[src/rtl/adl64_pkg.sv]
// Package for the Adler checksum over 64-bit words.
// Holds the modulus, sum widths and fold constants; no dependencies.
package adl64_pkg;

  localparam int unsigned SUM_W   = 16;
  localparam int unsigned WORD_W  = 64;
  localparam int unsigned CSUM_W  = 2 * SUM_W;

  localparam logic [SUM_W-1:0] ADLER_MOD = 16'd65521;

  // Residues of 2^16, 2^32 and 2^48 modulo 65521
  localparam logic [3:0]  FOLD_16 = 4'd15;
  localparam logic [7:0]  FOLD_32 = 8'd225;
  localparam logic [11:0] FOLD_48 = 12'd3375;

  typedef logic [SUM_W-1:0] sum_t;

endpackage

[src/rtl/adl64_fold.sv]
// Reduces one 64-bit word modulo 65521 by folding 16-bit digits.
// Depends on adl64_pkg.
module adl64_fold (
  input  logic [adl64_pkg::WORD_W-1:0] word_i,
  output adl64_pkg::sum_t              residue_o
);
  import adl64_pkg::*;

  logic [27:0] fold1;
  logic [16:0] fold2;
  logic [16:0] fold3;

  always_comb begin
    fold1 = 28'(word_i[15:0])
          + 28'(word_i[31:16]) * 28'(FOLD_16)
          + 28'(word_i[47:32]) * 28'(FOLD_32)
          + 28'(word_i[63:48]) * 28'(FOLD_48);
    fold2 = 17'(fold1[27:16]) * 17'(FOLD_16) + 17'(fold1[15:0]);
    fold3 = 17'(fold2[16] ? FOLD_16 : 4'd0) + 17'(fold2[15:0]);
    residue_o = (fold3 >= 17'(ADLER_MOD)) ? 16'(fold3 - 17'(ADLER_MOD)) : fold3[15:0];
  end

endmodule

[src/rtl/adler_checksum_64bit_words_core.sv]
// Adler-style checksum over messages of 64-bit words, top level.
// Depends on adl64_pkg and adl64_fold.
//
// Use:
//   s_axis carries one message word per item in tdata, tlast marks the
//   final word of a message. m_axis carries one checksum item per message,
//   {sum B, sum A}, each modulo 65521.
//   One word is taken every cycle unless a last word waits in the residue
//   stage. Each word is reduced modulo 65521 into a registered residue,
//   then added into the A and B accumulators as that stage advances; for
//   a last word the checksum lands in the output register on that edge.
//   The residue register and then the output register lie between the last
//   word accepted and m_axis_tvalid_o.
//   Reset empties both stages and sets A to 1 and B to 0.
//   While a checksum waits in the output register and m_axis_tready_i is
//   low, words that are not last keep flowing into the sums; a last word
//   holds in the residue stage and input backs up behind it.
module adler_checksum_64bit_words_core (
  input  logic                          clk_i,
  input  logic                          rst_ni,
  input  logic                          s_axis_tvalid_i,
  output logic                          s_axis_tready_o,
  input  logic [adl64_pkg::WORD_W-1:0]  s_axis_tdata_i,  // [63:0] data_word
  input  logic                          s_axis_tlast_i,
  output logic                          m_axis_tvalid_o,
  input  logic                          m_axis_tready_i,
  output logic [adl64_pkg::CSUM_W-1:0]  m_axis_tdata_o   // [15:0] A, [31:16] B
);
  import adl64_pkg::*;

  sum_t                residue;
  logic                res_vld_q;
  logic                res_last_q;
  sum_t                res_q;
  logic                res_go;
  logic                out_free;
  sum_t                sum_low_q, sum_low_d;
  sum_t                sum_high_q, sum_high_d;
  sum_t                a_new, b_new;
  logic [SUM_W:0]      a_sum, b_sum;
  logic                out_vld_q;
  logic [CSUM_W-1:0]   out_q;

  adl64_fold u_fold (
    .word_i    (s_axis_tdata_i),
    .residue_o (residue)
  );

  assign out_free        = !out_vld_q || m_axis_tready_i;
  assign res_go          = res_vld_q && (!res_last_q || out_free);
  assign s_axis_tready_o = !res_vld_q || res_go;

  always_comb begin
    a_sum = {1'b0, sum_low_q} + {1'b0, res_q};
    a_new = (a_sum >= {1'b0, ADLER_MOD}) ? SUM_W'(a_sum - {1'b0, ADLER_MOD}) : a_sum[SUM_W-1:0];
    b_sum = {1'b0, sum_high_q} + {1'b0, a_new};
    b_new = (b_sum >= {1'b0, ADLER_MOD}) ? SUM_W'(b_sum - {1'b0, ADLER_MOD}) : b_sum[SUM_W-1:0];
    sum_low_d  = sum_low_q;
    sum_high_d = sum_high_q;
    if (res_go) begin
      if (res_last_q) begin
        sum_low_d  = SUM_W'(1);
        sum_high_d = '0;
      end else begin
        sum_low_d  = a_new;
        sum_high_d = b_new;
      end
    end
  end

  always_ff @(posedge clk_i or negedge rst_ni) begin
    if (!rst_ni) begin
      res_vld_q  <= 1'b0;
      sum_low_q  <= SUM_W'(1);
      sum_high_q <= '0;
      out_vld_q  <= 1'b0;
    end else begin
      if (s_axis_tready_o) begin
        res_vld_q <= s_axis_tvalid_i;
      end
      sum_low_q  <= sum_low_d;
      sum_high_q <= sum_high_d;
      if (res_go && res_last_q) begin
        out_vld_q <= 1'b1;
      end else if (m_axis_tready_i) begin
        out_vld_q <= 1'b0;
      end
    end
  end

  always_ff @(posedge clk_i) begin
    if (s_axis_tready_o && s_axis_tvalid_i) begin
      res_q      <= residue;
      res_last_q <= s_axis_tlast_i;
    end
    if (res_go && res_last_q) begin
      out_q <= {b_new, a_new};
    end
  end

  assign m_axis_tvalid_o = out_vld_q;
  assign m_axis_tdata_o  = out_q;

`ifndef SYNTHESIS
  a_sums_reduced: assert property (@(posedge clk_i) disable iff (!rst_ni)
    (sum_low_q < ADLER_MOD) && (sum_high_q < ADLER_MOD))
    else $error("running sums out of range");

  a_out_reduced: assert property (@(posedge clk_i) disable iff (!rst_ni)
    out_vld_q |-> (out_q[SUM_W-1:0] < ADLER_MOD) && (out_q[CSUM_W-1:SUM_W] < ADLER_MOD))
    else $error("checksum halves out of range");

  a_restart: assert property (@(posedge clk_i) disable iff (!rst_ni)
    (res_go && res_last_q) |=> (sum_low_q == SUM_W'(1)) && (sum_high_q == '0) && out_vld_q)
    else $error("sums not restarted after last word");

  a_no_overwrite: assert property (@(posedge clk_i) disable iff (!rst_ni)
    (out_vld_q && !m_axis_tready_i) |=> out_vld_q && $stable(out_q))
    else $error("pending checksum overwritten");
`endif

endmodule
[config.mk]
export PLATFORM = sky130hd
export DESIGN_NAME = adler_checksum_64bit_words_core
export DESIGN_NICKNAME = d
export VERILOG_FILES = /design/src/rtl/adl64_pkg.sv /design/src/rtl/adl64_fold.sv /design/src/rtl/adler_checksum_64bit_words_core.sv
export SDC_FILE = /design/constraint.sdc
export NUM_CORES = 1
export LEC_CHECK = 0
export BUFFER_PORTS_ARGS = -buffer_cell sky130_fd_sc_hd__buf_2
export CAP_MARGIN = 20
export CORE_ASPECT_RATIO = 0.75
export CORE_MARGIN = 5
export CORE_UTILIZATION = 30
export CTS_CLUSTER_SIZE = 30
export DETAILED_ROUTE_END_ITERATION = 8
export SETUP_SLACK_MARGIN = 0.5
export SLEW_MARGIN = 20
export SYNTH_ARGS = -nofsm -noshare
export SYNTH_HDL_FRONTEND = slang
export SYNTH_SLANG_ARGS = --single-unit
[constraint.sdc]
create_clock -name clk_i -period 8.26 [get_ports clk_i]
set_input_delay 0 -clock clk_i [delete_from_list [all_inputs] [get_ports clk_i]]
set_output_delay 0 -clock clk_i [all_outputs]
set_load 0.01 [all_outputs]
==> results of run 1 <==
[logic make-up after synthesis]
| group | synth area share (%) |
|---|---|
| flops | 13.4 |
| simple gates | 11.1 |
| fa+ha+maj | 45.0 |
| buf+inv | 11.5 |
| mux | 0.892 |
| xor+xnor | 6.24 |
| compound gates | 11.9 |
[per-stage QoR]
step	hold WS (ns)	cell area [sq um]	setup TNS, ns
6_report	0.329	23000	-93.09
3_5_place_dp	0.168	21600	-103.67
5_1_grt	0.389	23000	-101.17
3_3_place_gp	0.147	21600	-97.57
4_1_cts	0.354	22300	-94.61
2_1_floorplan	-0.296	17700	-88.86
[sequential cells by signal, summed over array words and instances, names as in the netlist]
name,flops
m_axis_tdata_o,32
res_vld_q,1
res_q,16
sum_high_q,16
sum_low_q,16
m_axis_tvalid_o,1
res_last_q,1
[critical path: cells and delay by family]
kind | cells | cell delay (ns)
adder cells (fa/ha/maj) | 16 | 6.65
AO/OA/AOI/OAI | 19 | 3.86
AND/OR/NAND/NOR | 9 | 2.40
buffers and inverters | 11 | 0.57
multiplexers | 2 | 0.46
XOR/XNOR | 2 | 0.33
[repair_timing]
action | 4_1_cts | 5_1_grt
gates resized for setup | 41 | 92
hold endpoints to repair | 36 | 0
cloned | 0 | 0
pin swaps | 38 | 88
setup buffers | 29 | 17
setup endpoints to repair | 30 | 48
hold buffers | 5 | 0
[cells in the final DEF (no fill, tap or decap), drive strengths merged, types with 13 or more instances in the layout]
cell type and instances:
or4 14, edfxtp 49, nand2b 23, a21oi 75, dfrtp 33, a21o 28, inv 507, and2 13
ha 262, o21ai 44, fa 225, a22o 18, nor2 82, xor2 46, o21a 13, buf 475
nand2 73, and3 14, nand3 43, nor3 33, xnor2 78
[cell type report]
class	count	area (sq um)	share of cell area, %
Multi-Input combinational cell	1293	14000	60.8
Timing Repair Buffer	480	3470	15.1
Sequential cell	83	2320	10.1
Inverter	507	1910	8.32
Tap cell	780	976	4.25
Clock buffer	9	225	0.981
Clock inverter	7	92.6	0.403
[Yosys cell counts, types with 5 or more instances]
cell	number	area share, %
inv_1	506	11
ha_1	262	19
fa_1	225	26
nor2_1	82	1.8
xnor2_1	78	3.9
a21oi_1	75	2.2
nand2_1	73	1.6
edfxtp_1	49	8.5
xor2_1	46	2.3
o21ai_0	43	1.2
nand3_1	42	1.2
dfrtp_1	33	4.7
nor3_1	32	0.92
a21o_1	28	1.2
nand2b_1	23	0.83
a22o_1	18	0.91
clkbuf_1	18	0.39
and3_1	14	0.50
and2_1	13	0.47
o21a_1	13	0.56
nor2b_1	12	0.43
or2_2	12	0.43
or4_1	12	0.52
a211oi_1	10	0.43
o211ai_1	10	0.43
or3_1	10	0.36
a31oi_1	9	0.32
a32oi_1	8	0.40
mux2i_1	8	0.46
nand4_1	7	0.25
o41ai_1	7	0.35
a41o_1	6	0.35
nand4b_1	6	0.30
o21bai_1	6	0.26
maj3_1	5	0.29
o31ai_1	5	0.22
[per-layer routing]
| metal | routed length [microns] | vias to the layer above | GRT usage [%] |
|---|---|---|---|
| met5 | 0 | - | 0 |
| met4 | 228 | 0 | 1.24 |
| met3 | 1660 | 19 | 1.00 |
| met2 | 19800 | 246 | 22.5 |
| met1 | 23000 | 7144 | 22.4 |
| li1 | - | 7176 | - |
[worst max-delay path by stage]
stage,startpoint,endpoint,cells past startpoint
6_report,s_axis_tdata_i[17],res_q[1],59
3_5_place_dp,s_axis_tdata_i[18],res_q[1],59
2_1_floorplan,s_axis_tdata_i[18],res_q[1],58
4_1_cts,s_axis_tdata_i[16],res_q[1],59
3_3_place_gp,s_axis_tdata_i[18],res_q[1],60
5_1_grt,s_axis_tdata_i[17],res_q[1],62
==> results.tsv, run 1 <==
metric	value	unit
status	complete, but fails checks	
violations	setup timing	
period_minus_slack	14.18	ns
critPathKind	in -> reg	
cp.required	8.35	ns
finalSetupViolCount	16	
die_w	288	microns
num_io_pins	103	
drive_above_1_share	27.8	%
diodes	0	
crit_arrival	14.27	ns
period_share	172	%
die_h	219	microns
tightest_slew	0.890	ns
drtIter0Drc	862	
vias	14600	
drtAntennaViolNets	0	
synth_edf_count	49	
utilization	40.0	%
start_kind	input pin	
max_stage_delay	0.55	ns
place_hpwl	38000	microns
rr_worst_depth	27	
cap_violations	0	
track_usage	14.3	%
hold_class	in -> async	
critPathMostFrequentCell	fa_1	
end_kind	flip-flop	
synth_area	0.0174	sq mm
root_buffer	clkbuf_16	
area_growth	32.1	%
final_cells	3159	
n_fill_cell	5718	
dp.cells	3092	
r2r-start	res_q[0]	
postSynthCellCount	1903	
grt-ovfl-total	0	
r2r_setup_slack	1.04	ns
htreeDepth	3	
clk_pin_slew_worst_paths	0.07	ns
wire_per_inst	14.2	microns
finClkSkew	0.0114	ns
routabilityCongestion	0.922	
route.detailed.drc	0	
max_freq	0.0705	GHz
rows	76	
slew_headroom	40.7	%
synth_warnings	0	
cts_buffer_depth	2	
dieArea	0.0629	sq mm
grt_pass1_vias	15100	
clk-insertion-delay-late	0.34	ns
synth-main-ff-cell	edfxtp_1	
dp_slack	-6.58	ns
syn_nets	2459	
grt_pass1_wl	74800	microns
cp_slowest_cell	fa_1	
syn_avg_cell_area	9.14	sq um
synth-seq-area-share	13.4	%
initial_core_util	30.3	%
final_nets	2930	
viasPerCell	4.62	
ys_types	84	
core-area	0.0574	sq mm
layout_setup_ws	-5.92	ns
grt_antenna_before_repair	0	
portBuffers	102	
firstDrtPassIters	5	
reg2reg_to	m_axis_tdata_o[17]	
cts_buffers	9	
synthArstFlopShare	41.0	%
path_max_fanout	5	
report.final.hold_viol_count	0	
grt_max_degree	39	
cts_num_sinks	83	
rsz0062_at_grt	yes	
routed_wl	44700	microns
ys_seq_elements	83	
drv_slew	0	
cts_tree	built	
Power of run 1 is left out: the tool's default activity adds up to more than one toggle a clock period on the data nets, which glitch-free logic cannot reach.
==> inputs of run 2 (changes only) <==
- CORE_MARGIN: 5 -> 4
- CORE_UTILIZATION: 30 -> 35
==> run 2 against run 1 <==
Against the previous run:
- non-clock buffer count fell by 25
- setup slack gained 0.023 ns
- clock skew fell by 0.0025 ns
- count of clock-buffer cells in the layout grew 1
- the flow still finishes with violations (setup timing)
- critical path type unchanged
- die area is 15% lower
- wire length decreased by 0.26%
- global-route usage up 2.6 points
- first-iteration DRC count fell by 18%
- design area down 2.2%
==> results.tsv, run 2 (synthesis gave the netlist of run 1 again) <==
metric	value	unit
status	complete, but fails checks	
violations	setup timing	
path_max_fanout	3	
critPathMostFrequentCell	fa_1	
rsz0062_at_grt	yes	
routabilityCongestion	0.886	
place_area	0.0213	sq mm
max_stage_delay	0.56	ns
final_cells	3002	
final_common_cell	inv_1	
dieArea	0.0534	sq mm
rows	70	
layout_setup_ws	-5.90	ns
r2r-start	res_q[0]	
htreeDepth	3	
core-area	0.0490	sq mm
drv_slew	0	
r2r_setup_slack	0.94	ns
critPathKind	in -> reg	
grt_antenna_before_repair	0	
end_kind	flip-flop	
clk_pin_slew_worst_paths	0.06	ns
report.final.hold_viol_count	0	
die_w	265	microns
drtIter0Drc	705	
final_area	0.0225	sq mm
period_minus_slack	14.16	ns
vias	14400	
track_usage	16.9	%
cap_violations	0	
root_buffer	clkbuf_16	
crit_arrival	14.26	ns
initial_core_util	35.5	%
final_nets	2905	
grt_pass1_wl	74700	microns
max_freq	0.0706	GHz
tightest_slew	0.908	ns
routed_wl	44600	microns
route.detailed.drc	0	
period_share	171	%
diodes	0	
viasPerCell	4.79	
cts_buffers	9	
worst_hold_slack	0.320	ns
place_hpwl	38600	microns
cp.required	8.36	ns
start_kind	input pin	
grt_max_degree	39	
largest_register_ffs	32	
cp_slowest_cell	or4_4	
drive_above_1_share	27.4	%
clk-insertion-delay-late	0.35	ns
cts_tree	built	
grt-ovfl-total	0	
hold_class	in -> async	
cts_num_sinks	83	
num_io_pins	103	
firstDrtPassIters	5	
wire_per_inst	14.9	microns
drtAntennaViolNets	0	
mostFrequentLayoutCells	inv_1 (480), buf_4 (344), ha_1 (243)	
area_growth	29.2	%
grt_pass1_vias	14800	
finClkSkew	0.00893	ns
utilization	45.9	%
reg2reg_to	m_axis_tdata_o[17]	
cts_buffer_depth	2	
die_h	201	microns
dp.cells	2949	
finalSetupViolCount	16	
rr_worst_depth	27	
slew_headroom	39.5	%
portBuffers	102	
-- run 2: changes by cell type in the layout (fill, tap and decap cells not counted), sizes merged --
| cell | delta |
|---|---|
| bufinv | -1 |
| clkbuf | +1 |
| inv | +1 |
| buf | -24 |
| dlygate4sd3 | -1 |
| clkinv | -1 |
-- run 2: cell type report --
type / instances / area [sq um]
clock inverter: 6 / 63.8
timing repair buffer: 455 / 3210
inverter: 507 / 1910
multi-input combinational: 1293 / 13900
tap: 648 / 811
fill: 4680 / 26500
clock buffer: 10 / 229
sequential: 83 / 2320
-- run 2: per-stage QoR --
| stage | TNS (ns) | setup slack, ns |
|---|---|---|
| floorplan | -88.86 | -5.90 |
| global placement | -97.02 | -6.20 |
| detailed placement | -101.32 | -6.47 |
| CTS | -90.82 | -5.86 |
| global route | -99.74 | -6.36 |
| finish | -91.88 | -5.90 |
-- run 2: how the worst max path moves through the flow --
stage                       start       end  slack [ns]  depth (start not counted)
6_report       s_axis_tdata_i[18]  res_q[1]       -5.90                         61
5_1_grt        s_axis_tdata_i[18]  res_q[1]       -6.36                         62
4_1_cts        s_axis_tdata_i[18]  res_q[1]       -5.86                         59
3_5_place_dp   s_axis_tdata_i[18]  res_q[1]       -6.47                         59
3_3_place_gp   s_axis_tdata_i[18]  res_q[2]       -6.20                         59
2_1_floorplan  s_axis_tdata_i[18]  res_q[1]       -5.90                         58
-- run 2: metal layers --
| metal | vias up | track usage [%] | routed length, microns |
|---|---|---|---|
| li1 | 7111 | - | - |
| met1 | 6976 | 26.4 | 22600 |
| met2 | 275 | 25.7 | 19100 |
| met3 | 31 | 2.45 | 2470 |
| met4 | 0 | 1.90 | 342 |
| met5 | - | 0 | 0 |
-- run 2: critical path: cells and delay by family --
family | cells | cell delay (ns)
muxes | 2 | 0.48
and+or+nand+nor | 10 | 2.72
AOI/OAI and AO/OA | 19 | 3.60
xor gates and xnor gates | 1 | 0.18
buffers and inverters | 13 | 0.83
adders and majority gates | 16 | 6.41
-- run 2: what timing repair did --
item,in CTS,in global routing
hold buffers,4,0
endpoints found under the setup margin,18,48
pin swaps,38,59
gates resized for setup,45,89
hold endpoints to repair,36,0
buffers inserted,17,16
Power of run 2 is left out for the same reason.
==> inputs of run 3 (changes only) <==
- PLACE_DENSITY_LB_ADDON: not set -> 0.05
==> run 3 against run 2 <==
Against the previous run:
- the run still ends with setup timing left
- via count decreased by 2.5%
- critical path depth decreased by 1
- global-route usage grew 1.8 points
- core utilization is essentially flat
- register-to-register slack gained 0.13 ns
- critical endpoint unchanged
- highest routed layer unchanged
==> results.tsv, run 3 (synthesis gave the netlist of run 1 again) <==
metric	value	unit
rsz0062_at_grt	yes	
r2r-start	res_q[0]	
fin_tns_setup	-91.46	ns
rr_worst_depth	27	
crit_arrival	14.18	ns
cap_violations	0	
mostFrequentLayoutCells	inv_1 (491), buf_4 (341), ha_1 (247)	
hold_class	in -> async	
grt_max_degree	40	
slew_headroom	37.6	%
final_common_cell	inv_1	
path_max_fanout	3	
cp.required	8.38	ns
place_hpwl	42800	microns
drtAntennaViolNets	0	
drive_above_1_share	26.7	%
report.final.hold_viol_count	0	
drv_slew	0	
crit_end	res_q[1]	
reg2reg_to	sum_high_q[7]	
viasPerCell	4.66	
route.detailed.drc	0	
grt_pass1_wl	79400	microns
critPathKind	in -> reg	
final_cells	3009	
max_freq	0.0711	GHz
diodes	0	
critPathMostFrequentCell	fa_1	
tightest_slew	0.936	ns
wire_per_inst	16.2	microns
area_growth	29.3	%
dp.cells	2970	
start_kind	input pin	
grt_antenna_before_repair	0	
track_usage	18.7	%
drtIter0Drc	614	
crit_start	s_axis_tdata_i[18]	
violations	setup timing	
finalSetupViolCount	16	
portBuffers	102	
dieArea	0.0534	sq mm
clk-insertion-delay-late	0.37	ns
routed_wl	48700	microns
core-area	0.0490	sq mm
htreeDepth	3	
end_kind	flip-flop	
grt-ovfl-total	0	
layout_setup_ws	-5.81	ns
root_buffer	clkbuf_16	
firstDrtPassIters	5	
cp_slowest_cell	or4_4	
cts_buffer_depth	2	
die_h	201	microns
rows	70	
finClkSkew	0.0149	ns
largest_register_ffs	32	
cts_buffers	9	
routabilityCongestion	0.851	
period_share	170	%
grt_pass1_vias	14500	
clk_pin_slew_worst_paths	0.06	ns
period_minus_slack	14.07	ns
final_nets	2912	
cts_num_sinks	83	
cts_tree	built	
max_stage_delay	0.56	ns
num_io_pins	103	
r2r_setup_slack	1.07	ns
initial_core_util	35.5	%
vias	14000	
die_w	265	microns
status	complete, but fails checks	
-- run 3: cell types whose count changed in the layout (fill, tap and decap cells not counted), moves of 4 or more --
| cell | before | now |
|---|---|---|
| inv_1 | 480 | 491 |
| inv_2 | 25 | 15 |
| buf_6 | 5 | 12 |
| ha_1 | 243 | 247 |
| nor2_1 | 76 | 72 |
-- run 3: area by class of cell --
cell class                      count  area (sq um)
Tap cell                          648           811
Fill cell                        4786         26500
Multi-Input combinational cell   1293         13800
Timing Repair Buffer              462          3330
Sequential cell                    83          2320
Inverter                          507          1910
Clock inverter                      7          77.6
Clock buffer                        9           225
-- run 3: worst min-delay path by stage --
stage | start | to | slack [ns]
2_1_floorplan | rst_ni | m_axis_tvalid_o | -0.30
3_3_place_gp | rst_ni | sum_low_q[12] | 0.17
3_5_place_dp | rst_ni | sum_low_q[15] | 0.17
4_1_cts | s_axis_tlast_i | res_last_q | 0.34
5_1_grt | rst_ni | sum_low_q[15] | 0.39
6_report | rst_ni | sum_low_q[13] | 0.30
-- run 3: worst max-delay path: cells and delay by family --
family	cells	cell delay [ns]
muxes	1	0.32
xor gates and xnor gates	2	0.24
AOI/OAI and AO/OA	19	3.75
buffers and inverters	12	0.74
and+or+nand+nor	10	2.63
adders and majority gates	16	6.51
-- run 3: per-stage QoR --
step / util (%) / cell area (sq um) / hold WS, ns / setup slack [ns]
3_3_place_gp: 43.9 / 21500 / 0.167 / -6.31
3_5_place_dp: 43.9 / 21500 / 0.174 / -6.56
5_1_grt: 45.9 / 22500 / 0.386 / -6.38
4_1_cts: 45.2 / 22100 / 0.342 / -5.94
2_1_floorplan: - / 17700 / -0.296 / -5.90
6_report: 45.9 / 22500 / 0.299 / -5.81
-- run 3: what timing repair did --
action                     CTS  global route
setup buffers               14             5
pin swaps                   15            23
hold endpoints to repair    36             0
setup endpoints to repair   22            48
gates resized for setup     47            63
hold buffers                 4             0
-- run 3: per-layer routing --
metal,part of all wire (%),vias up,wire length [microns],GRT usage (%)
met5,0,-,0,0
met4,0.44,0,214,1.60
met3,2.7,17,1320,2.12
met2,39,158,18800,25.5
met1,58,6744,28400,32.0
li1,-,7115,-,-
Power of run 3 is left out for the same reason.
